$ cat src/rtl/core/ffba_pkg.sv
// Shared types and codes for the first-fit block allocator.
package ffba_pkg;

    localparam logic [2:0] CMD_ALLOC   = 3'd0;
    localparam logic [2:0] CMD_FREE    = 3'd1;
    localparam logic [2:0] CMD_RESIZE  = 3'd2;
    localparam logic [2:0] CMD_QSIZE   = 3'd3;
    localparam logic [2:0] CMD_ONHEAP  = 3'd4;

    localparam logic [1:0] ST_OK       = 2'd0;
    localparam logic [1:0] ST_NOMEM    = 2'd1;
    localparam logic [1:0] ST_NOTFOUND = 2'd2;

    localparam logic [1:0] REG_BASE    = 2'd0;
    localparam logic [1:0] REG_LIMIT   = 2'd1;
    localparam logic [1:0] REG_DALIGN  = 2'd2;

    localparam int unsigned DIVIDEND_W = 34;

    typedef enum logic [3:0] {
        OP_NOP,
        OP_LOAD,
        OP_DISPATCH,
        OP_FIND_RD,
        OP_FIND_CHK,
        OP_RSZ_NEXT,
        OP_RSZ_MOD,
        OP_GAP_RD,
        OP_GAP_MOD,
        OP_INS_RD,
        OP_INS_WR,
        OP_DEL_RD,
        OP_DEL_WR
    } t_dp_op;

    typedef struct packed {
        logic [31:0] base;
        logic [31:0] limit;
        logic [12:0] dalign;
    } t_cfg;

    typedef struct packed {
        logic [2:0] cmd;
        logic       idx_eq_cnt;
        logic       match;
        logic       shrink;
        logic       nospace;
        logic       mod_busy;
        logic       rsz_fit;
        logic       gap_fit;
        logic       ins_at_gap;
        logic       del_end;
    } t_dp_stat;

    typedef struct packed {
        logic [31:0] hdr;
        logic [31:0] size;
    } t_entry;

endpackage

$ cat src/rtl/core/ffba_ctrl.sv
// Controller: sequences table search, gap search, insert and remove per command.
module ffba_ctrl import ffba_pkg::*; (
    input  logic     i_clk,
    input  logic     i_rst_n,
    input  logic     i_start,
    input  t_dp_stat i_stat,
    output t_dp_op   o_op,
    output logic     o_busy,
    output logic     o_valid
);
    typedef enum logic [13:0] {
        S_IDLE     = 14'b00000000000001,
        S_DISPATCH = 14'b00000000000010,
        S_FIND_RD  = 14'b00000000000100,
        S_FIND_CHK = 14'b00000000001000,
        S_RSZ_RD   = 14'b00000000010000,
        S_RSZ_NEXT = 14'b00000000100000,
        S_RSZ_MOD  = 14'b00000001000000,
        S_GAP_RD   = 14'b00000010000000,
        S_GAP_MOD  = 14'b00000100000000,
        S_INS_RD   = 14'b00001000000000,
        S_INS_WR   = 14'b00010000000000,
        S_DEL_RD   = 14'b00100000000000,
        S_DEL_WR   = 14'b01000000000000,
        S_DONE     = 14'b10000000000000
    } t_state;

    t_state r_state, n_state;

    always_comb begin
        n_state = r_state;
        o_op    = OP_NOP;
        case (r_state)
            S_IDLE: begin
                if (i_start) begin
                    o_op    = OP_LOAD;
                    n_state = S_DISPATCH;
                end
            end
            S_DISPATCH: begin
                o_op = OP_DISPATCH;
                case (i_stat.cmd)
                    CMD_ALLOC:  n_state = i_stat.nospace ? S_DONE : S_GAP_RD;
                    CMD_FREE, CMD_RESIZE, CMD_QSIZE: n_state = S_FIND_RD;
                    default:    n_state = S_DONE;
                endcase
            end
            S_FIND_RD: begin
                o_op    = OP_FIND_RD;
                n_state = i_stat.idx_eq_cnt ? S_DONE : S_FIND_CHK;
            end
            S_FIND_CHK: begin
                o_op = OP_FIND_CHK;
                if (!i_stat.match) begin
                    n_state = S_FIND_RD;
                end else if (i_stat.cmd == CMD_FREE) begin
                    n_state = S_DEL_RD;
                end else if (i_stat.cmd == CMD_RESIZE && !i_stat.shrink) begin
                    n_state = S_RSZ_RD;
                end else begin
                    n_state = S_DONE;
                end
            end
            S_RSZ_RD:   n_state = S_RSZ_NEXT;
            S_RSZ_NEXT: begin
                o_op    = OP_RSZ_NEXT;
                n_state = S_RSZ_MOD;
            end
            S_RSZ_MOD: begin
                o_op = OP_RSZ_MOD;
                if (!i_stat.mod_busy) begin
                    n_state = (i_stat.rsz_fit || i_stat.nospace) ? S_DONE : S_GAP_RD;
                end
            end
            S_GAP_RD: begin
                o_op    = OP_GAP_RD;
                n_state = S_GAP_MOD;
            end
            S_GAP_MOD: begin
                o_op = OP_GAP_MOD;
                if (!i_stat.mod_busy) begin
                    if (i_stat.gap_fit) begin
                        n_state = S_INS_RD;
                    end else if (i_stat.idx_eq_cnt) begin
                        n_state = S_DONE;
                    end else begin
                        n_state = S_GAP_RD;
                    end
                end
            end
            S_INS_RD: begin
                o_op = OP_INS_RD;
                if (!i_stat.ins_at_gap) begin
                    n_state = S_INS_WR;
                end else begin
                    n_state = (i_stat.cmd == CMD_RESIZE) ? S_DEL_RD : S_DONE;
                end
            end
            S_INS_WR: begin
                o_op    = OP_INS_WR;
                n_state = S_INS_RD;
            end
            S_DEL_RD: begin
                // read of the entry above is issued here, written down one place next
                o_op    = OP_DEL_RD;
                n_state = i_stat.del_end ? S_DONE : S_DEL_WR;
            end
            S_DEL_WR: begin
                o_op    = OP_DEL_WR;
                n_state = S_DEL_RD;
            end
            S_DONE:  n_state = S_IDLE;
            default: n_state = S_IDLE;
        endcase
    end

    always_ff @(posedge i_clk) begin
        if (!i_rst_n) begin
            r_state <= S_IDLE;
        end else begin
            r_state <= n_state;
        end
    end

    assign o_busy  = (r_state != S_IDLE);
    assign o_valid = (r_state == S_DONE);

    a_valid_pulse: assert property (@(posedge i_clk) disable iff (!i_rst_n)
        o_valid |=> !o_valid)
        else $error("result strobe longer than one cycle");

    a_valid_busy: assert property (@(posedge i_clk) disable iff (!i_rst_n)
        o_valid |-> o_busy)
        else $error("result strobe while idle");

    a_start_idle: assert property (@(posedge i_clk) disable iff (!i_rst_n)
        (i_start && !o_busy) |=> (r_state == S_DISPATCH))
        else $error("accepted word not dispatched");

endmodule
$ cat config.mk
export PLATFORM = sky130hd
export DESIGN_NAME = ffba_ctrl
export DESIGN_NICKNAME = d
export VERILOG_FILES = /design/src/rtl/core/ffba_pkg.sv /design/src/rtl/core/ffba_ctrl.sv
export SDC_FILE = /design/constraint.sdc
export NUM_CORES = 1
export LEC_CHECK = 0
export ABC_AREA = 1
export ABC_CLOCK_PERIOD_IN_PS = 1670
export BUFFER_PORTS_ARGS = -buffer_cell sky130_fd_sc_hd__buf_2
export CAP_MARGIN = 25
export CORE_UTILIZATION = 54
export DETAILED_ROUTE_END_ITERATION = 10
export PLACE_DENSITY = 0.86
export SKIP_CTS_REPAIR_TIMING = 1
export SLEW_MARGIN = 5
export SYNTH_ARGS = -nofsm -noshare
export SYNTH_HDL_FRONTEND = slang
export SYNTH_SLANG_ARGS = --single-unit
export TNS_END_PERCENT = 5
$ cat constraint.sdc
create_clock -name i_clk -period 1.67 [get_ports i_clk]
set_input_delay 0.4175 -clock i_clk [delete_from_list [all_inputs] [get_ports i_clk]]
set_output_delay 0.4175 -clock i_clk [all_outputs]
set_load 0.02 [all_outputs]
* Word level (Yosys, flattened, before mapping) *
Index checks and enable logic that the tools add are counted.

operators by class
  add/subtract/negate cells = 0
  multiply operators = 0
  div/mod/pow operators = 0
  $lt $le $gt $ge = 0
  eq/ne operators = 21
  shifts and indexed selects = 0
  multiplexer cells = 18
  bitwise logic cells = 0
  reductions and logical operators = 6

operators by type and width
  operator                                          count
  two-way mux 14 bit                                14
  case mux 14 bit (13 select lines)                 1
  case mux 4 bit (12 select lines)                  1
  case mux 14 bit (2 select lines)                  1
  == test 14 x 1 -> 1 bit (second input constant)   1
  == test 14 x 10 -> 1 bit (second input constant)  1
  == test 14 x 11 -> 1 bit (second input constant)  1
  == test 14 x 12 -> 1 bit (second input constant)  1
  == test 14 x 13 -> 1 bit (second input constant)  1
  == test 14 bit (second input constant)            1
  == test 14 x 2 -> 1 bit (second input constant)   1
  == test 14 x 3 -> 1 bit (second input constant)   1
  == test 14 x 4 -> 1 bit (second input constant)   1
  == test 14 x 5 -> 1 bit (second input constant)   1
  == test 14 x 6 -> 1 bit (second input constant)   1
  == test 14 x 7 -> 1 bit (second input constant)   1
  == test 14 x 8 -> 1 bit (second input constant)   1
  == test 14 x 9 -> 1 bit (second input constant)   1
  != test 14 x 1 -> 1 bit (second input constant)   1
  == test 3 x 2 -> 1 bit (second input constant)    2
  != test 2 bit (second input constant)             3
  == test 3 x 1 -> 1 bit (second input constant)    1
  logical NOT 3 bit                                 1
  AND reduction 3 bit                               1
  other kinds (5)                                   5

storage, ports and cells
  register bits after elaboration = 14
  bits in latches = 0
  RAM bits = 0
  bits in read-only memories = 0
  output and inout bits = 6
  logic and storage cells = 46
  memories kept = 0

* Longest topological paths before layout *
  depth in word-level cells = 6
  depth in mapped cells = 11
  mapped depth without buffers = 11

* Worst setup path before layout *
No wires, ideal clock.

  path type = register -> output
  from = register r_state[4]
  to = output port o_op[3]
  arrival = 1,181 ps
  data required time = 1,252 ps
  path slack = 71 ps
  stages on the path, launching flop included = 7
  buffers on the path = 0
  path through = dfxtp_1 > nor2_4 > nand2_4 > nor2_4 > nand2_1 > nand3_1 > nand3b_1

on the way
  cells in the longest elaborated chain, start to end = 2
  elaborated cells on any way between the ends = 13

ends and longest elaborated chain
  item                                              line              source
  start, declared                                   ffba_ctrl.sv:28   t_state r_state, n_state;
  start signal, assigned                            ffba_ctrl.sv:121  r_state <= n_state;
  == test 14 x 13 -> 1 bit (tied with other cells)  ffba_ctrl.sv:33   case (r_state)
  case mux 4 bit (12 select lines) *                ffba_ctrl.sv:33
  end, declared                                     ffba_ctrl.sv:7    output t_dp_op o_op,

Mark *: on every way between the ends. The rest lies on a longest branch, timed or not.

* Final worst setup path *
  from = register r_state[10]
  to = output port o_op[1]

Same word-level chain as after synthesis.

==> impl_metrics.py <==
metrics = {
    "timing": {
        "setup_viol": 11,
        "rsz0062_at_grt": "true",
        "fin_skew_ns": 0.001970,
        "relSlewSlack_pct": 76.31,
        "fmax_ghz": 0.4789,
        "finalHoldViolations": 0,
        "worst_hold_slack_ns": 0.2870,
        "slew_violations": 0,
        "fin_crit_ns": 2.088,
        "worstMarginPinSlew_ns": 0.3541,
        "period_share_pct": 125.0,
        "setup_ws_ns": -0.4182,
        "fin_setup_tns_ns": -2.454,
    },
    "cells_and_area": {
        "fin_cells": 263,
        "largestRegisters": "r_state: 14 flops",
        "most-common-layout-cells": "nand2_1, buf_4, nor2_1, inv_1, buf_2",
        "largest_reg_flops": 14,
        "regMostFlops": "r_state",
        "nFillCells": 103,
        "layout_commonest_cell": "nand2_1",
        "drive_gt1_share_pct": 40.34,
        "diodes": 0,
        "syn_to_final_growth_pct": 48.11,
        "final_nets": 254,
    },
    "clock_tree": {
        "htreeDepth": 1,
        "cts_buffers": 3,
        "cts.sink_count": 14,
        "clk_transition_reported_paths_ns": 0.09,
        "clkLatencyLatePin_ns": 0.29,
        "cts_tree": "built",
        "cts_root_buf": "clkbuf_4",
        "clk_path_buf_depth": 2,
    },
    "placement": {
        "port_buffers": 20,
        "gp_congestion": 0.9323,
        "dp_hpwl_um": 2404,
        "dp.cells": 250,
    },
    "pwr": {
        "combPwrFrac_pct": 62.0,
        "intPower_uw": 939.1,
        "power_mw": 1.745,
        "p_leak_nw": 0.8512,
        "ir_drop_mv": 0.9035,
        "power_switching_uw": 806.2,
        "seq_power_share_pct": 23.6,
        "power_density_nw_per_um2": 1111,
        "swShare_pct": 46.19,
        "p_clk_share_pct": 14.5,
    },
    "detailed_routing": {
        "drc": 0,
        "via_per_inst": 5.943,
        "wirelength_um": 4267,
        "wl_per_cell_um": 16.22,
        "dr.pass1.iters": 5,
        "vias": 1563,
        "drtIter0Drc": 126,
        "ant_nets": 0,
    },
    "critical_path": {
        "end_kind": "output pin",
        "critical_path.most_common_cell": "nand2_1",
        "critPathArrivalTime_ns": 1.67,
        "max_stage_delay_ns": 0.37,
        "crit_slowest_cell": "dfxtp_1",
        "cp-start-kind": "register",
        "worstPathRequired_ns": 1.25,
        "critPathMaxFanout": 6,
        "crit_chain": "nor2_2, nand3_2, inv_4, nand2_1, nand2_1, inv_1, nand2_1, nor2_1, inv_1, buf_6",
        "crit_type": "register to output pin",
    },
    "run": {
        "max-cap-violations": 0,
    },
    "logic_synthesis": {
        "synth_seq_area_share_pct": 26.42,
        "synth_top_area_share_pct": 26.42,
        "muxShareOfSynthArea_pct": 0,
        "synth_area_leaders": "dfxtp_1, nand2_1, nor2_1, inv_1, nand3_1",
        "synth_nets": 196,
        "syn_avg_cell_area_um2": 5.862,
        "yosysTopAreaCell": "dfxtp_1",
        "syn_inst": 181,
        "synth-seq-cells": 14,
        "synth_xor_area_share_pct": 0,
        "synthSimpleGateAreaFrac_pct": 58.02,
        "ys_warn_count": 0,
        "synth_fa_ha_area_share_pct": 0,
        "yosysUniqueCellTypes": 22,
        "synth_top_family_by_area": "simple AND/OR/NAND/NOR gates",
        "netlist_area_um2": 1061,
        "synth_compound_area_share_pct": 3.656,
    },
    "grt": {
        "grt_pass1_vias": 1192,
        "overflow": 0,
        "grt_max_degree": 12,
        "grtUsageMet3_pct": 4.706,
        "grt_busiest_layer": "met2",
        "antenna_found_initial": 0,
        "grtUsageTotal_pct": 31.38,
        "grt_pass1_wl_um": 4692,
        "met2_usage_pct": 52.50,
        "grt_util_met1_pct": 36.17,
    },
    "floorplan": {
        "dieHeight_um": 46.33,
        "ios": 21,
        "design.core.area_um2": 1783,
        "die_x_um": 46.33,
        "start_util_pct": 59.51,
        "dieArea_um2": 2146,
        "num_rows": 15,
    },
    "hold_path": {
        "hp-class": "input port to register",
    },
    "run_status": {
        "violations": "setup timing",
        "outcome": "finished, violations left",
    },
}
-- critical path: cells and delay by family (launching register included) --
kind,cells,cell delay (ns)
buffers and inverters,4,0.35
DFF,1,0.37
and+or+nand+nor,6,0.66
-- through the flow --
| stage | instance area (µm²) | util (%) | setup slack, ns |
|---|---|---|---|
| floorplan | 1061 | - | 0.07128 |
| global placement | 1366 | 76.63 | -0.1474 |
| detailed placement | 1366 | 76.63 | -0.1867 |
| CTS | 1403 | 78.67 | -0.5186 |
| global route | 1572 | 88.14 | -0.5011 |
| finish | 1572 | 88.14 | -0.4182 |
-- path summary, 6_finish.rpt --
kind	startpoint	cells past startpoint	slack [ns]	endpoint
setup / recovery	r_state[10]$_SDFFE_PN0P_	10	-0.42	o_op[1]
hold / removal	i_stat[6]	2	0.29	r_state[4]$_SDFFE_PN0P_
setup reg to reg	r_state[10]$_SDFFE_PN0P_	10	-0.10	r_state[8]$_SDFFE_PN0P_
hold reg to reg	r_state[4]$_SDFFE_PN0P_	2	0.58	r_state[5]$_SDFFE_PN0P_
-- kinds of logic after synthesis --
kind of cell | Yosys count
simple gates | 129
buf+inv | 31
compound gates | 7
flops | 14
-- synth_stat cells --
cell type	n
o21ai_0	5
nor2_4	3
nor2_2	2
nand4_1	5
inv_1	28
clkbuf_8	1
nand3_1	19
inv_2	2
o22ai_1	1
nand2_2	3
nand3_2	1
nor4_1	1
nand3_4	1
nor3b_1	1
nand2_4	2
nor2_1	38
dfxtp_1	14
nand2_1	45
nand3b_1	2
or2_4	1
o211ai_1	1
nor3_1	5
-- routing by layer --
metal	share of wire [%]	vias up
met5	0	-
met4	7.2	0
met2	47	153
met3	11	44
met1	34	687
li1	-	679
-- layout make-up --
type / instances / area [µm²] / share of cell area (%)
clock buffers: 4 / 36.28 / 2.309
multi-input cells: 136 / 730.7 / 46.50
repair buffers: 53 / 362.8 / 23.09
flip-flops and latches: 14 / 287.8 / 18.31
well taps: 25 / 31.28 / 1.990
inverters: 30 / 115.1 / 7.325
repair inverters: 1 / 7.507 / 0.4777
-- power groups by stage --
stage / sequential, mW / combinational (mW) / clock [mW]
finish: 0.412 / 1.08 / 0.252
detailed placement: 0.402 / 0.837 / 0
floorplan: 0.399 / 0.551 / 0
global placement: 0.400 / 0.805 / 0
global route: 0.416 / 1.16 / 0.266
CTS: 0.394 / 0.843 / 0.252
Power figures use the tool's default switching activity.
